===== config.mk =====
export PLATFORM = sky130hd
export DESIGN_NAME = decimal_money_text_parser_flat
export DESIGN_NICKNAME = d
export VERILOG_FILES = /design/src/hw/rtl/dmtp_pkg.sv /design/src/hw/rtl/dmtp_if.sv /design/src/hw/rtl/dmtp_accum.sv /design/src/hw/rtl/dmtp_scale.sv /design/src/hw/rtl/decimal_money_text_parser.sv /design/src/flat_wrapper.sv
export SDC_FILE = /design/constraint.sdc
export NUM_CORES = 1
export LEC_CHECK = 0
export ABC_CLOCK_PERIOD_IN_PS = 5800
export BUFFER_PORTS_ARGS = -buffer_cell sky130_fd_sc_hd__buf_2
export CAP_MARGIN = 15
export CORE_ASPECT_RATIO = 0.75
export CORE_MARGIN = 2
export CORE_UTILIZATION = 40
export CTS_CLUSTER_SIZE = 12
export DETAILED_ROUTE_END_ITERATION = 16
export REMOVE_ABC_BUFFERS = 1
export SYNTH_ARGS = -nofsm -noshare
export SYNTH_HDL_FRONTEND = slang
export SYNTH_HIERARCHICAL = 1
export SYNTH_SLANG_ARGS = --single-unit
export TNS_END_PERCENT = 10

===== constraint.sdc =====
create_clock -name clk -period 5.8 [get_ports clk]
set_input_delay 0.29 -clock clk [delete_from_list [all_inputs] [get_ports clk]]
set_output_delay 0.29 -clock clk [all_outputs]
set_load 0.1 [all_outputs]

===== src/hw/rtl/dmtp_pkg.sv =====
package dmtp_pkg;

    localparam int CHAR_W = 8;
    localparam int MAXC_W = 6;
    localparam int POS_W  = 6;
    localparam int INT_W  = 30;
    localparam int FRAC_W = 7;
    localparam int CNT_W  = 2;
    localparam int HUND_W = 38;

    localparam logic [INT_W-1:0]  INT_LIMIT       = INT_W'(100000000);
    localparam logic [MAXC_W-1:0] MAX_CHARS_RESET = MAXC_W'(20);
    localparam logic [POS_W-1:0]  POS_MAX         = '1;
    localparam logic [CNT_W-1:0]  FRAC_DIGITS_MAX = CNT_W'(2);

    localparam logic [CHAR_W-1:0] CH_DOT   = 8'h2E;
    localparam logic [CHAR_W-1:0] CH_MINUS = 8'h2D;
    localparam logic [CHAR_W-1:0] CH_PLUS  = 8'h2B;
    localparam logic [CHAR_W-1:0] CH_ZERO  = 8'h30;
    localparam logic [CHAR_W-1:0] CH_NINE  = 8'h39;

    // finished string, handed from the accumulator to the scaler
    typedef struct packed {
        logic              ok;
        logic              neg;
        logic [INT_W-1:0]  int_val;
        logic [FRAC_W-1:0] frac_val;
    } snap_t;

endpackage


===== src/hw/rtl/dmtp_if.sv =====
interface dmtp_char_if;
    import dmtp_pkg::*;

    logic              valid;
    logic              ready;
    logic [CHAR_W-1:0] char_code;
    logic              last_char;

    modport source (output valid, output char_code, output last_char, input ready);
    modport sink   (input valid, input char_code, input last_char, output ready);
endinterface

interface dmtp_res_if;
    import dmtp_pkg::*;

    logic                     valid;
    logic                     ready;
    logic                     valid_res;
    logic signed [HUND_W-1:0] hundredths;

    modport source (output valid, output valid_res, output hundredths, input ready);
    modport sink   (input valid, input valid_res, input hundredths, output ready);
endinterface


===== src/hw/rtl/dmtp_accum.sv =====
module dmtp_accum (
    input  logic                        clk,
    input  logic                        rst_n,
    input  logic                        cfg_we,
    input  logic [dmtp_pkg::MAXC_W-1:0] cfg_wdata,
    dmtp_char_if.sink                   char_in,
    output dmtp_pkg::snap_t             snap,
    output logic                        snap_valid,
    input  logic                        snap_ready
);
    import dmtp_pkg::*;

    logic [MAXC_W-1:0] max_chars_reg;
    logic [INT_W-1:0]  int_reg, int_next;
    logic [FRAC_W-1:0] frac_reg, frac_next;
    logic [CNT_W-1:0]  cnt_reg, cnt_next;
    logic              dot_reg, dot_next;
    logic              digit_reg, digit_next;
    logic              neg_reg, neg_next;
    logic              failed_reg, failed_next;
    logic [POS_W-1:0]  pos_reg, pos_next;
    snap_t             snap_reg, snap_next;
    logic              snap_valid_reg, snap_valid_next;

    logic              in_xfer;
    logic              fin_xfer;
    logic [POS_W:0]    len;
    logic [CHAR_W-1:0] c;
    logic [3:0]        d;

    assign char_in.ready = !snap_valid_reg || snap_ready;
    assign in_xfer  = char_in.valid && char_in.ready;
    assign fin_xfer = in_xfer && char_in.last_char;
    assign c        = char_in.char_code;
    assign d        = 4'(c - CH_ZERO);
    assign len      = {1'b0, pos_reg} + (POS_W+1)'(1);

    always_comb
    begin
        int_next    = int_reg;
        frac_next   = frac_reg;
        cnt_next    = cnt_reg;
        dot_next    = dot_reg;
        digit_next  = digit_reg;
        neg_next    = neg_reg;
        pos_next    = (len > {1'b0, POS_MAX}) ? POS_MAX : len[POS_W-1:0];
        failed_next = failed_reg || (len > (POS_W+1)'(max_chars_reg));
        if (!failed_next)
        begin
            if ((pos_reg == '0) && (c == CH_PLUS || c == CH_MINUS))
            begin
                neg_next = (c == CH_MINUS);
            end
            else if (c == CH_DOT)
            begin
                if (dot_reg)
                    failed_next = 1'b1;
                else
                    dot_next = 1'b1;
            end
            else if (!(c inside {[CH_ZERO:CH_NINE]}))
            begin
                failed_next = 1'b1;
            end
            else
            begin
                digit_next = 1'b1;
                if (!dot_reg)
                begin
                    if (int_reg > INT_LIMIT)
                        failed_next = 1'b1;
                    else
                        int_next = (int_reg << 3) + (int_reg << 1) + INT_W'(d);
                end
                else
                begin
                    if (cnt_reg >= FRAC_DIGITS_MAX)
                    begin
                        failed_next = 1'b1;
                    end
                    else
                    begin
                        cnt_next  = cnt_reg + CNT_W'(1);
                        frac_next = (frac_reg << 3) + (frac_reg << 1) + FRAC_W'(d);
                    end
                end
            end
        end
    end

    always_comb
    begin
        snap_next.ok       = !failed_next && digit_next;
        snap_next.neg      = neg_next;
        snap_next.int_val  = int_next;
        // a lone fraction digit counts tenths
        snap_next.frac_val = (cnt_next == CNT_W'(1))
                           ? FRAC_W'((frac_next << 3) + (frac_next << 1))
                           : frac_next;
        if (fin_xfer)
            snap_valid_next = 1'b1;
        else if (snap_ready)
            snap_valid_next = 1'b0;
        else
            snap_valid_next = snap_valid_reg;
    end

    always_ff @(posedge clk or negedge rst_n)
    begin
        if (!rst_n)
        begin
            max_chars_reg  <= MAX_CHARS_RESET;
            int_reg        <= '0;
            frac_reg       <= '0;
            cnt_reg        <= '0;
            dot_reg        <= 1'b0;
            digit_reg      <= 1'b0;
            neg_reg        <= 1'b0;
            failed_reg     <= 1'b0;
            pos_reg        <= '0;
            snap_valid_reg <= 1'b0;
        end
        else
        begin
            if (cfg_we)
                max_chars_reg <= cfg_wdata;
            snap_valid_reg <= snap_valid_next;
            if (fin_xfer)
            begin
                // drop the string state once its result is captured
                int_reg    <= '0;
                frac_reg   <= '0;
                cnt_reg    <= '0;
                dot_reg    <= 1'b0;
                digit_reg  <= 1'b0;
                neg_reg    <= 1'b0;
                failed_reg <= 1'b0;
                pos_reg    <= '0;
            end
            else if (in_xfer)
            begin
                int_reg    <= int_next;
                frac_reg   <= frac_next;
                cnt_reg    <= cnt_next;
                dot_reg    <= dot_next;
                digit_reg  <= digit_next;
                neg_reg    <= neg_next;
                failed_reg <= failed_next;
                pos_reg    <= pos_next;
            end
        end
    end

    always_ff @(posedge clk)
    begin
        if (fin_xfer)
            snap_reg <= snap_next;
    end

    assign snap       = snap_reg;
    assign snap_valid = snap_valid_reg;

    a_fin_loads_snap: assert property (@(posedge clk) disable iff (!rst_n)
        fin_xfer |=> snap_valid_reg)
        else $error("final character did not produce a pending result");

    a_fin_clears_string: assert property (@(posedge clk) disable iff (!rst_n)
        fin_xfer |=> (pos_reg == '0) && !failed_reg && !dot_reg && !digit_reg)
        else $error("string state not cleared after final character");

    a_snap_holds: assert property (@(posedge clk) disable iff (!rst_n)
        snap_valid_reg && !snap_ready |=> snap_valid_reg && $stable(snap_reg))
        else $error("pending result changed while stalled");

    a_frac_bound: assert property (@(posedge clk) disable iff (!rst_n)
        cnt_reg <= FRAC_DIGITS_MAX)
        else $error("fraction digit count out of range");
endmodule


===== src/hw/rtl/dmtp_scale.sv =====
module dmtp_scale (
    input  logic            clk,
    input  logic            rst_n,
    input  dmtp_pkg::snap_t snap,
    input  logic            snap_valid,
    output logic            snap_ready,
    dmtp_res_if.source      res_out
);
    import dmtp_pkg::*;

    logic              out_valid_reg, out_valid_next;
    logic              ok_reg;
    logic [HUND_W-1:0] hund_reg, hund_next;
    logic [HUND_W-1:0] iw;
    logic [HUND_W-1:0] mag;
    logic              load;

    assign snap_ready = !out_valid_reg || res_out.ready;
    assign load       = snap_valid && snap_ready;

    always_comb
    begin
        iw  = HUND_W'(snap.int_val);
        // int * 100 = int * 64 + int * 32 + int * 4
        mag = (iw << 6) + (iw << 5) + (iw << 2) + HUND_W'(snap.frac_val);
        if (!snap.ok)
            hund_next = '0;
        else if (snap.neg)
            hund_next = '0 - mag;
        else
            hund_next = mag;
        if (load)
            out_valid_next = 1'b1;
        else if (res_out.ready)
            out_valid_next = 1'b0;
        else
            out_valid_next = out_valid_reg;
    end

    always_ff @(posedge clk or negedge rst_n)
    begin
        if (!rst_n)
            out_valid_reg <= 1'b0;
        else
            out_valid_reg <= out_valid_next;
    end

    always_ff @(posedge clk)
    begin
        if (load)
        begin
            ok_reg   <= snap.ok;
            hund_reg <= hund_next;
        end
    end

    assign res_out.valid      = out_valid_reg;
    assign res_out.valid_res  = ok_reg;
    assign res_out.hundredths = $signed(hund_reg);

    a_invalid_is_zero: assert property (@(posedge clk) disable iff (!rst_n)
        out_valid_reg && !ok_reg |-> hund_reg == '0)
        else $error("invalid result carries a nonzero amount");

    a_load_shows: assert property (@(posedge clk) disable iff (!rst_n)
        load |=> out_valid_reg && ok_reg == $past(snap.ok))
        else $error("result register missed a transfer");

    a_out_holds: assert property (@(posedge clk) disable iff (!rst_n)
        out_valid_reg && !res_out.ready |=> out_valid_reg && $stable(hund_reg) && $stable(ok_reg))
        else $error("offered result changed while stalled");
endmodule


===== src/hw/rtl/decimal_money_text_parser.sv =====
// The result of a string passes the string snapshot register once its final character
// is transferred, then the scaling output register, before it is offered.
// Throughput: one character per cycle unless stalled; the multiply-by-ten accumulate
// completes in the cycle of each transfer, the x100 scaling in the following stage.
// Reset (rst_n low, asynchronous): string state and pending results clear, max_chars = 20.
module decimal_money_text_parser (
    input  logic                        clk,
    input  logic                        rst_n,
    input  logic                        cfg_we,
    input  logic [dmtp_pkg::MAXC_W-1:0] cfg_wdata,
    dmtp_char_if.sink                   char_in,
    dmtp_res_if.source                  res_out
);
    import dmtp_pkg::*;

    snap_t snap;
    logic  snap_valid;
    logic  snap_ready;

    dmtp_accum u_accum (
        .clk        (clk),
        .rst_n      (rst_n),
        .cfg_we     (cfg_we),
        .cfg_wdata  (cfg_wdata),
        .char_in    (char_in),
        .snap       (snap),
        .snap_valid (snap_valid),
        .snap_ready (snap_ready)
    );

    dmtp_scale u_scale (
        .clk        (clk),
        .rst_n      (rst_n),
        .snap       (snap),
        .snap_valid (snap_valid),
        .snap_ready (snap_ready),
        .res_out    (res_out)
    );
endmodule


===== src/flat_wrapper.sv =====
// flat-port wrapper written by rule: the top's interface ports become plain ports
module decimal_money_text_parser_flat import dmtp_pkg::*;
  (clk, rst_n, cfg_we, cfg_wdata, char_in_valid, char_in_char_code, char_in_last_char, char_in_ready, res_out_valid, res_out_valid_res, res_out_hundredths, res_out_ready);
  dmtp_char_if char_in_i ();
  dmtp_res_if res_out_i ();
  input  logic clk;
  input  logic rst_n;
  input  logic cfg_we;
  input  logic [dmtp_pkg::MAXC_W-1:0] cfg_wdata;
  input wire logic [$bits(char_in_i.valid)-1:0] char_in_valid;
  input wire logic [$bits(char_in_i.char_code)-1:0] char_in_char_code;
  input wire logic [$bits(char_in_i.last_char)-1:0] char_in_last_char;
  output wire logic [$bits(char_in_i.ready)-1:0] char_in_ready;
  output wire logic [$bits(res_out_i.valid)-1:0] res_out_valid;
  output wire logic [$bits(res_out_i.valid_res)-1:0] res_out_valid_res;
  output wire logic [$bits(res_out_i.hundredths)-1:0] res_out_hundredths;
  input wire logic [$bits(res_out_i.ready)-1:0] res_out_ready;
  assign char_in_i.valid = char_in_valid;
  assign char_in_i.char_code = char_in_char_code;
  assign char_in_i.last_char = char_in_last_char;
  assign char_in_ready = char_in_i.ready;
  assign res_out_valid = res_out_i.valid;
  assign res_out_valid_res = res_out_i.valid_res;
  assign res_out_hundredths = res_out_i.hundredths;
  assign res_out_i.ready = res_out_ready;
  decimal_money_text_parser u_core (.clk(clk), .rst_n(rst_n), .cfg_we(cfg_we), .cfg_wdata(cfg_wdata), .char_in(char_in_i), .res_out(res_out_i));
endmodule

## Word-level counts from Yosys, hierarchy flattened

Cells that the tools add are included.

| word-level totals | value |
|---|---|
| bits in registers | 135 |

| operators by class | value |
|---|---|
| add/sub/neg operators | 12 |
| $lt $le $gt $ge | 6 |
| eq/ne operators | 6 |
| multiplexer cells | 58 |
| reduce and logical (&&, ||, !) cells | 19 |

Operator list:

| operator | number |
|---|---|
| 30-bit 2-to-1 mux | 8 |
| 7-bit 2-to-1 mux | 9 |
| 37-bit by 32-bit adder with 38-bit output | 1 |
| 38-bit by 7-bit adder with 38-bit output | 1 |
| 38-bit 2-to-1 mux | 1 |
| 1-bit by 38-bit subtractor with 38-bit output (first input constant) | 1 |
| 36-bit by 35-bit adder with 37-bit output | 1 |
| 30-bit adder | 1 |
| 30-bit by 4-bit adder with 30-bit output | 1 |
| 30-bit by 27-bit > comparator with 1-bit output (second input constant) | 1 |
| 1-bit 2-to-1 mux | 29 |
| 8-bit by 6-bit == test with 1-bit output (second input constant) | 3 |
| 6-bit 2-to-1 mux | 3 |
| 2-bit 2-to-1 mux | 8 |
| 7-bit adder | 2 |
| 8-bit by 6-bit >= comparator with 1-bit output (second input constant) | 1 |
| 8-bit by 6-bit less-or-equal comparator with 1-bit output (second input constant) | 1 |
| 2-bit nonzero test | 4 |
| 6-bit by 1-bit adder with 7-bit output (second input constant) | 1 |
| 7-bit by 4-bit adder with 7-bit output | 1 |
| 7-bit by 6-bit > comparator with 1-bit output | 1 |
| 7-bit by 6-bit > comparator with 1-bit output (second input constant) | 1 |
| 1-bit logical AND | 6 |
| 6-bit zero test | 1 |
| 8 further kinds | 14 |

## Depth between registers and ports, before layout

Gate-level depths: netlist of run 1.

| depth | value |
|---|---|
| depth after elaboration | 10 |
| gate-level depth with buffers | 26 |
| depth with buffers taken out | 25 |

## Cells and area by module

The synthesis of run 1 kept the hierarchy.

By module, submodules not included:

| module | times used | cells an instance | area each (um^2) | seq. area each (um^2) |
|---|---|---|---|---|
| dmtp_accum | 1 | 633 | 6542.5 | 2575.0 |
| dmtp_scale | 1 | 721 | 6070.8 | 1196.1 |

## Worst setup path before layout of run 1

Ideal clock, no wire load.

| path | value |
|---|---|
| kind | register to register |
| start point | reg u_core.u_accum.snap_reg (netlist bit u_core/u_accum/snap[8]) |
| end point | reg u_core.u_scale.hund_reg[34] (netlist: u_core/u_scale/res_out.hundredths[34]) (data pin) |
| setup time | 0.255 ns |
| data arrival time | 5.599 ns |
| setup slack | -0.054 ns |
| stages on the path, launching flop included | 26 |
| buffers on the path | 0 |
| clock period less this slack | 5.854 ns |
| path through | edfxtp_1 ha_1 fa_1 a21o_1 nand4_1 a21oi_1 o31ai_1 a21boi_0 o21a_1 nor2_1 o21bai_1 a21oi_1 xnor2_1 ha_1 ha_1 and3_1 and2_1 a221o_1 or4_1 o21a_1 xor2_1 a211o_1 or2_2 o41ai_4 xnor2_1 and2_1 |

| on the way | value |
|---|---|
| word-level cells in the longest chain between the ends | 5 |

RTL lines:

| what | RTL line | source |
|---|---|---|
| start, declared | dmtp_accum.sv:22 | `snap_t snap_reg, snap_next;` |
| start signal, assigned | dmtp_accum.sv:157 | `snap_reg <= snap_next;` |
| 36-bit by 35-bit adder with 37-bit output | dmtp_scale.sv:25 | `mag = (iw << 6) + (iw << 5) + (iw << 2) + HUND_W'(snap.frac_val);` |
| 37-bit by 32-bit adder with 38-bit output (*) | dmtp_scale.sv:25 |  |
| 38-bit by 7-bit adder with 38-bit output (*) | dmtp_scale.sv:25 |  |
| 1-bit by 38-bit subtractor with 38-bit output | dmtp_scale.sv:29 | `hund_next = '0 - mag;` |
| 38-bit 2-to-1 mux (*) | dmtp_scale.sv:28 | `else if (snap.neg)` |
| end signal, assigned | dmtp_scale.sv:53 | `hund_reg <= hund_next;` |
| end, declared | dmtp_scale.sv:13 | `logic [HUND_W-1:0] hund_reg, hund_next;` |

Every way passes the cells marked *; elsewhere a longest branch is shown, timed or not.
A chain may end at the register's enable or synchronous reset.

## Worst setup path in the final report of run 1

| path | value |
|---|---|
| start point | reg u_core.u_accum.snap_reg (netlist bit u_core/u_accum/snap[8]) |
| end point | reg u_core.u_scale.hund_reg[37] (netlist: u_core/u_scale/res_out.hundredths[37]) (data pin) |

The elaborated chain is that of the path after synthesis.

==> run_results.csv, run 1 <==
group,metric,value,unit
outcome,status,"finished, violations left",
outcome,violations,"negative hold slack",
setup_path,start_kind,"register",
placement,gp_congestion,0.8602,
placement,dp.cells,1871,
drt,dr_wl_met3,1529,um
timing,finalCriticalPeriod,5.661,ns
drt,wl_met2,14030,um
setup_path,crit_start,"u_core/u_accum/snap[8]",
timing,rsz0062_at_grt,"yes",
finish,final-seq-area,3771,sq um
placement,dp_hpwl,24890,um
setup_path,r2r_start,"u_core/u_accum/snap[8]",
synth,synth-seq-area-share,29.90,%
setup_path,endpoint_kind,"register",
finish,multi_input_area,8576,sq um
drt,initialDrtViolationCount,783,
finish,drive_above_1_share,17.88,%
timing,finClkSkew,0.008516,ns
timing,hold_slack,-0.009378,ns
drt,remaining_drc_errors,0,
timing,tightest_slew,1.117,ns
drt,wl_met1,15900,um
global_route,antenna_found_initial,0,
min_path,min_path_type,"input pin to async pin",
pwr,power_density,245.8,nW/um^2
pwr,vdd.ir_drop.worst,0.0002627,V
clock_network,numCtsBuffers,17,
drt,vias,10690,
setup_path,crit_top_cell,"a21o_1",
drt,drt_wl_total,31730,um
synth,netlist_instances,1354,
drt,wl_per_cell,16.66,um
setup_path,slowest_delay,0.39,ns
timing,setup_viol_count_final,0,
setup_path,worst-setup-path-type,"register to register",
setup_path,required,6.12,ns
finish,final.fill_count,2987,
global_route,grt_usage,19.42,%
setup_path,worstPathArrival,5.98,ns
timing,finalCritPeriodShare,97.60,%
clock_network,cts_sinks,135,
clock_network,path_clk_slew,0.06,ns
finish,area_delta_synth_final,16.64,%
floorplanning,io_pins,61,
run,max-cap-violations,0,
finish,fin_util,47.18,%
floorplanning,rows,56,
clock_network,clk_latency,0.45,ns
timing,setup_tns,0,ns
synth,ys_async_sr_fraction,42.22,%
clock_network,root_buffer,"clkbuf_16",
finish,nNetsFinal,1680,
synth,netlist_area,12610,sq um
timing,finalHoldViolations,8,
placement,numPortBuffers,60,
drt,vias_per_cell,5.610,
floorplanning,fp.dieW,209.0,um
setup_path,cp_slowest_cell,"edfxtp_1",
timing,fmax,176.7,MHz
drt,drt_pre_antenna_iters,5,
floorplanning,die_h,157.8,um
global_route,grt_pass1_vias,10250,
clock_network,cts_tree,"done",
setup_path,critPathMaxFanout,4,
global_route,grt_first_pass_wirelength,51560,um
clock_network,ctsHtreeMaxLevel,4,
pwr,leakagePower,6.741,nW
synth,ys.flop_type,"edfxtp_1",
clock_network,cts.hold.buffers_added,0,
finish,layout.cells.non_filler,1905,
timing,slew_viol_final,0,
finish,largest_reg_flops,39,
floorplanning,die_area,32980,sq um
finish,diodes,0,
synth,yosysWarnings,6,
synth,ys_ff_latch,135,
global_route,grt.overflow.total,0,
floorplanning,initial_core_util,40.45,%
synth,yosysUniqueCellTypes,95,
synth,synth_edf_count,78,
timing,slew_headroom,25.44,%
drt,maxUsedRoutingLayer,"met4",
drt,ant_nets,0,
global_route,grt_max_degree,58,
clock_network,clock_path_buffers,2,
synth,syn_area_per_cell,9.316,sq um
floorplanning,fp.coreArea,31180,sq um
==> synthesized netlist by cell type (14+ instances only) <==
cell / number / area share, %
o31ai_1: 15 / 0.89
and3_1: 15 / 0.74
nand4_1: 17 / 0.84
a21oi_1: 100 / 4.0
nor2_1: 86 / 2.6
nand2b_1: 16 / 0.79
xor2_1: 56 / 3.9
a22o_1: 25 / 1.7
a31oi_1: 14 / 0.69
ha_1: 165 / 16
nand2_1: 95 / 2.8
dfrtp_1: 55 / 11
mux2_2: 20 / 1.8
edfxtp_1: 78 / 19
nor3_1: 25 / 0.99
xnor2_1: 60 / 4.2
a21o_1: 41 / 2.4
clkbuf_1: 26 / 0.77
and2_1: 22 / 1.1
inv_1: 64 / 1.9
o21ai_0: 81 / 3.2
nand3_1: 33 / 1.3
==> critical path, delay by kind of cell (launching register included) <==
| kind | cells | cell delay, ns |
|---|---|---|
| AOI/OAI and AO/OA | 12 | 2.45 |
| adders and majority gates | 4 | 1.12 |
| buffers and inverters | 2 | 0.29 |
| DFF | 1 | 0.39 |
| and+or+nand+nor | 8 | 1.28 |
==> where the power goes <==
| group | total (W) | leakage [nW] | internal, W | switching, W |
|---|---|---|---|---|
| Sequential | 0.00111 | 1.52 | 0.00108 | 0.0000279 |
| Clock | 0.00116 | 0.295 | 0.000726 | 0.000436 |
| Combinational | 0.00134 | 4.92 | 0.000503 | 0.000838 |
==> stage by stage <==
stage                     area, sq um  power, W  worst slack, ns
after detailed placement        13910  0.002426          -0.2363
after global placement          13910  0.002410          -0.1681
after CTS                       14560  0.003603         0.002629
after global routing            14710  0.003810          -0.1318
final                           14710  0.003616           0.1393
after floorplan                 12430  0.002057         -0.05380
==> cell families (layout without fill, tap and decap cells) <==
group / after synthesis / count (layout) / share of synthesized area, %
and+or+nand+nor: 389 / 389 / 16.05
adders and majority gates: 174 / 174 / 17.80
muxes: 33 / 33 / 2.857
buffers and inverters: 103 / 248 / 3.363
DFF: 135 / 135 / 29.90
xor gates and xnor gates: 117 / 117 / 8.184
AOI/OAI and AO/OA: 403 / 403 / 21.85
==> metal layers <==
metal	GRT usage [%]	vias up
li1	-	5342
met1	27.53	5093
met2	30.86	234
met3	3.353	19
met4	4.728	0
met5	0	-
==> path summary, 6_finish.rpt <==
kind / end / slack [ns] / depth (start not counted)
worst max-delay path: u_core/u_scale/res_out.hundredths[37] / 0.14 / 26
worst min-delay path: u_core/u_accum/frac_reg[3] / -0.009 / 2
worst max register to register: u_core/u_scale/res_out.hundredths[37] / 0.14 / 26
worst min register to register: u_core/u_accum/frac_reg[6] / 0.49 / 2
max in group asynchronous: u_core/u_accum/int_reg[28] / 5.28 / 2
min in group clk: u_core/u_accum/max_chars_reg[5] / 0.04 / 3
==> area by class of cell <==
type,count,share of cell area [%]
well taps,406,3.453
clock inverters,13,1.216
multi-input cells,1116,58.29
inverters,65,1.658
repair buffers,151,6.736
flip-flops and latches,135,25.63
clock buffers,19,3.011
==> timing repair <==
| action | 4_1_cts | 5_1_grt |
|---|---|---|
| buffers inserted | 1 | 0 |
| endpoints found under the setup margin | 9 | 16 |
| hold endpoints to repair | 0 | 0 |
| pin swaps | 9 | 15 |
| gates resized for setup | 9 | 27 |
| gates cloned | 0 | 0 |
==> cells in the final DEF (no fill, tap or decap), drive strengths merged, types with 27 or more instances in the layout <==
cell	instances
a21oi	100
edfxtp	78
nor3	27
xor2	56
buf	151
nand2	95
nor2	87
a21o	42
o21ai	92
inv	64
ha	165
dfrtp	55
xnor2	61
nand3	33
No activity file was read; power rests on OpenSTA's default activity.
==> run 2, diff against run 1 <==
--- a/config.mk
+++ b/config.mk
@@ -13,6 +13,7 @@
 export CORE_UTILIZATION = 40
 export CTS_CLUSTER_SIZE = 12
 export DETAILED_ROUTE_END_ITERATION = 16
+export RECOVER_POWER = 100
 export REMOVE_ABC_BUFFERS = 1
 export SYNTH_ARGS = -nofsm -noshare
 export SYNTH_HDL_FRONTEND = slang
==> run_results.csv, run 2 (synthesis gave the netlist of run 1 again) <==
group,metric,value,unit
global_route,grt_first_pass_wirelength,51560,um
global_route,grt_usage,19.42,%
floorplanning,io_pins,61,
setup_path,cp_num_cells,26,
drt,vias_per_cell,5.620,
finish,drive_above_1_share,13.94,%
setup_path,worstPathArrival,5.98,ns
setup_path,worst-path-buf-inv,2,
clock_network,cts_sinks,135,
finish,layout.cells.non_filler,1905,
drt,drt_wl_total,31930,um
timing,tightest_slew,3.292,ns
finish,area_delta_synth_final,15.70,%
finish,diodes,0,
clock_network,cts_tree,"done",
drt,initialDrtViolationCount,728,
outcome,violations,"max-capacitance violations, max-slew violations",
placement,numPortBuffers,60,
run,max-cap-violations,4,
timing,finalHoldViolations,0,
drt,wl_per_cell,16.76,um
finish,final_area,14590,sq um
setup_path,reg2reg_depth,26,
pwr,vdd.ir_drop.worst,0.0002644,V
timing,setup_tns,0,ns
min_path,min_path_type,"input pin to register",
setup_path,required,6.12,ns
finish,nNetsFinal,1680,
drt,drt_pre_antenna_iters,5,
pwr,power_density,247.1,nW/um^2
setup_path,critPathMaxFanout,4,
timing,finalCriticalPeriod,5.662,ns
timing,rsz0062_at_grt,"yes",
finish,multi_input_area,8536,sq um
finish,final_cell_mix,"162 x ha_1, 99 x a21oi_1, 94 x nand2_1",
floorplanning,die_area,32980,sq um
clock_network,root_buffer,"clkbuf_16",
global_route,grt.overflow.total,0,
clock_network,clk_latency,0.45,ns
clock_network,path_clk_slew,0.06,ns
timing,slew_viol_final,164,
setup_path,crit_top_cell,"a21o_1",
setup_path,rrSetupSlack,0.14,ns
floorplanning,initial_core_util,40.45,%
clock_network,clock_path_buffers,2,
floorplanning,rows,56,
floorplanning,fp.dieW,209.0,um
setup_path,slowest_delay,0.39,ns
global_route,grt_pass1_vias,10250,
finish,final-seq-area,3771,sq um
clock_network,numCtsBuffers,17,
setup_path,crit_start,"u_core/u_accum/snap[8]",
timing,slew_headroom,-119.5,%
finish,layout_commonest_cell,"ha_1",
placement,gp_congestion,0.8602,
setup_path,cp_top_family,"compound AO/OA/AOI/OAI gates",
setup_path,worst-setup-path-type,"register to register",
outcome,status,"finished, violations left",
timing,setup_viol_count_final,0,
drt,ant_nets,0,
placement,dp.cells,1871,
timing,finClkSkew,0.01008,ns
timing,finalCritPeriodShare,97.62,%
setup_path,crit_path_end,"u_core/u_scale/res_out.hundredths[37]",
placement,placed_area,13910,sq um
setup_path,endpoint_kind,"register",
setup_path,timing.rr.end,"u_core/u_scale/res_out.hundredths[37]",
floorplanning,fp.coreArea,31180,sq um
finish,final.fill_count,3018,
setup_path,r2r_start,"u_core/u_accum/snap[8]",
placement,dp_hpwl,24890,um
global_route,antenna_found_initial,0,
global_route,grt_max_degree,58,
floorplanning,die_h,157.8,um
finish,largest_reg_flops,39,
drt,remaining_drc_errors,0,
setup_path,cp_slowest_cell,"edfxtp_1",
finish,fin_util,46.81,%
pwr,power,0.003605,W
timing,fmax,176.6,MHz
pwr,leakagePower,6.600,nW
drt,vias,10710,
setup_path,start_kind,"register",
clock_network,ctsHtreeMaxLevel,4,
-- run 2: cell types whose count changed in the layout (fill, tap and decap cells not counted), sizes merged --
cell    delta
clkbuf    +50
buf       -50
-- run 2: what timing repair did --
item                                    in CTS  in global routing
endpoints found under the setup margin       9                 16
pin swaps                                    9                 15
setup buffers                                1                  0
resized for setup                            9                 27
hold buffers                                 0                  0
-- run 2: layout make-up --
type	count	area share, %
repair buffers	151	6.259
inverters	65	1.672
well taps	406	3.481
clock buffers	19	3.035
multi-input cells	1116	58.49
clock inverters	13	1.226
flip-flops and latches	135	25.84
-- run 2: worst min-delay path by stage --
| stage | startpoint | end | slack, ns | cells past startpoint |
|---|---|---|---|---|
| floorplan | rst_n | u_core/u_accum/cnt_reg[0] | -0.006 | 0 |
| global placement | u_core/u_accum/frac_reg[6] | u_core/u_accum/frac_reg[6] | 0.47 | 2 |
| detailed placement | u_core/u_accum/snap_valid | u_core/u_scale/res_out.valid | 0.47 | 1 |
| CTS | rst_n | u_core/u_accum/frac_reg[3] | 0.01 | 2 |
| global route | cfg_wdata[5] | u_core/u_accum/max_chars_reg[5] | 0.04 | 3 |
| finish | cfg_wdata[5] | u_core/u_accum/max_chars_reg[5] | 0.04 | 3 |
-- run 2: metal layers --
layer  vias to the layer above  global-route usage [%]  share of wire, %
li1                       5344                       -                 -
met1                      5118                   27.53                51
met2                       225                   30.86                44
met3                        19                   3.353               4.2
met4                         0                   4.728              0.81
met5                         -                       0                 0
-- run 2: worst min-delay path: cells and delay by family --
kind | cells | cell delay (ns)
buffers and inverters | 1 | 0.07
AND/OR/NAND/NOR | 1 | 0.03
AO/OA/AOI/OAI | 1 | 0.05
-- run 2: where the power goes --
group          total, W  switching, W  leakage (nW)  internal, W
sequential      0.00112     0.0000291          1.52      0.00109
combinational   0.00133      0.000837          4.78     0.000492
clock           0.00116      0.000434         0.295     0.000726
total           0.00361       0.00130          6.60      0.00231
-- run 2: per-stage QoR --
step / setup WS (ns) / hold WS, ns
after floorplan: -0.05380 / -0.005591
after detailed placement: -0.2363 / 0.4730
after CTS: 0.002629 / 0.01025
after global placement: -0.1681 / 0.4652
final: 0.1378 / 0.03986
after global routing: -0.1318 / 0.04214
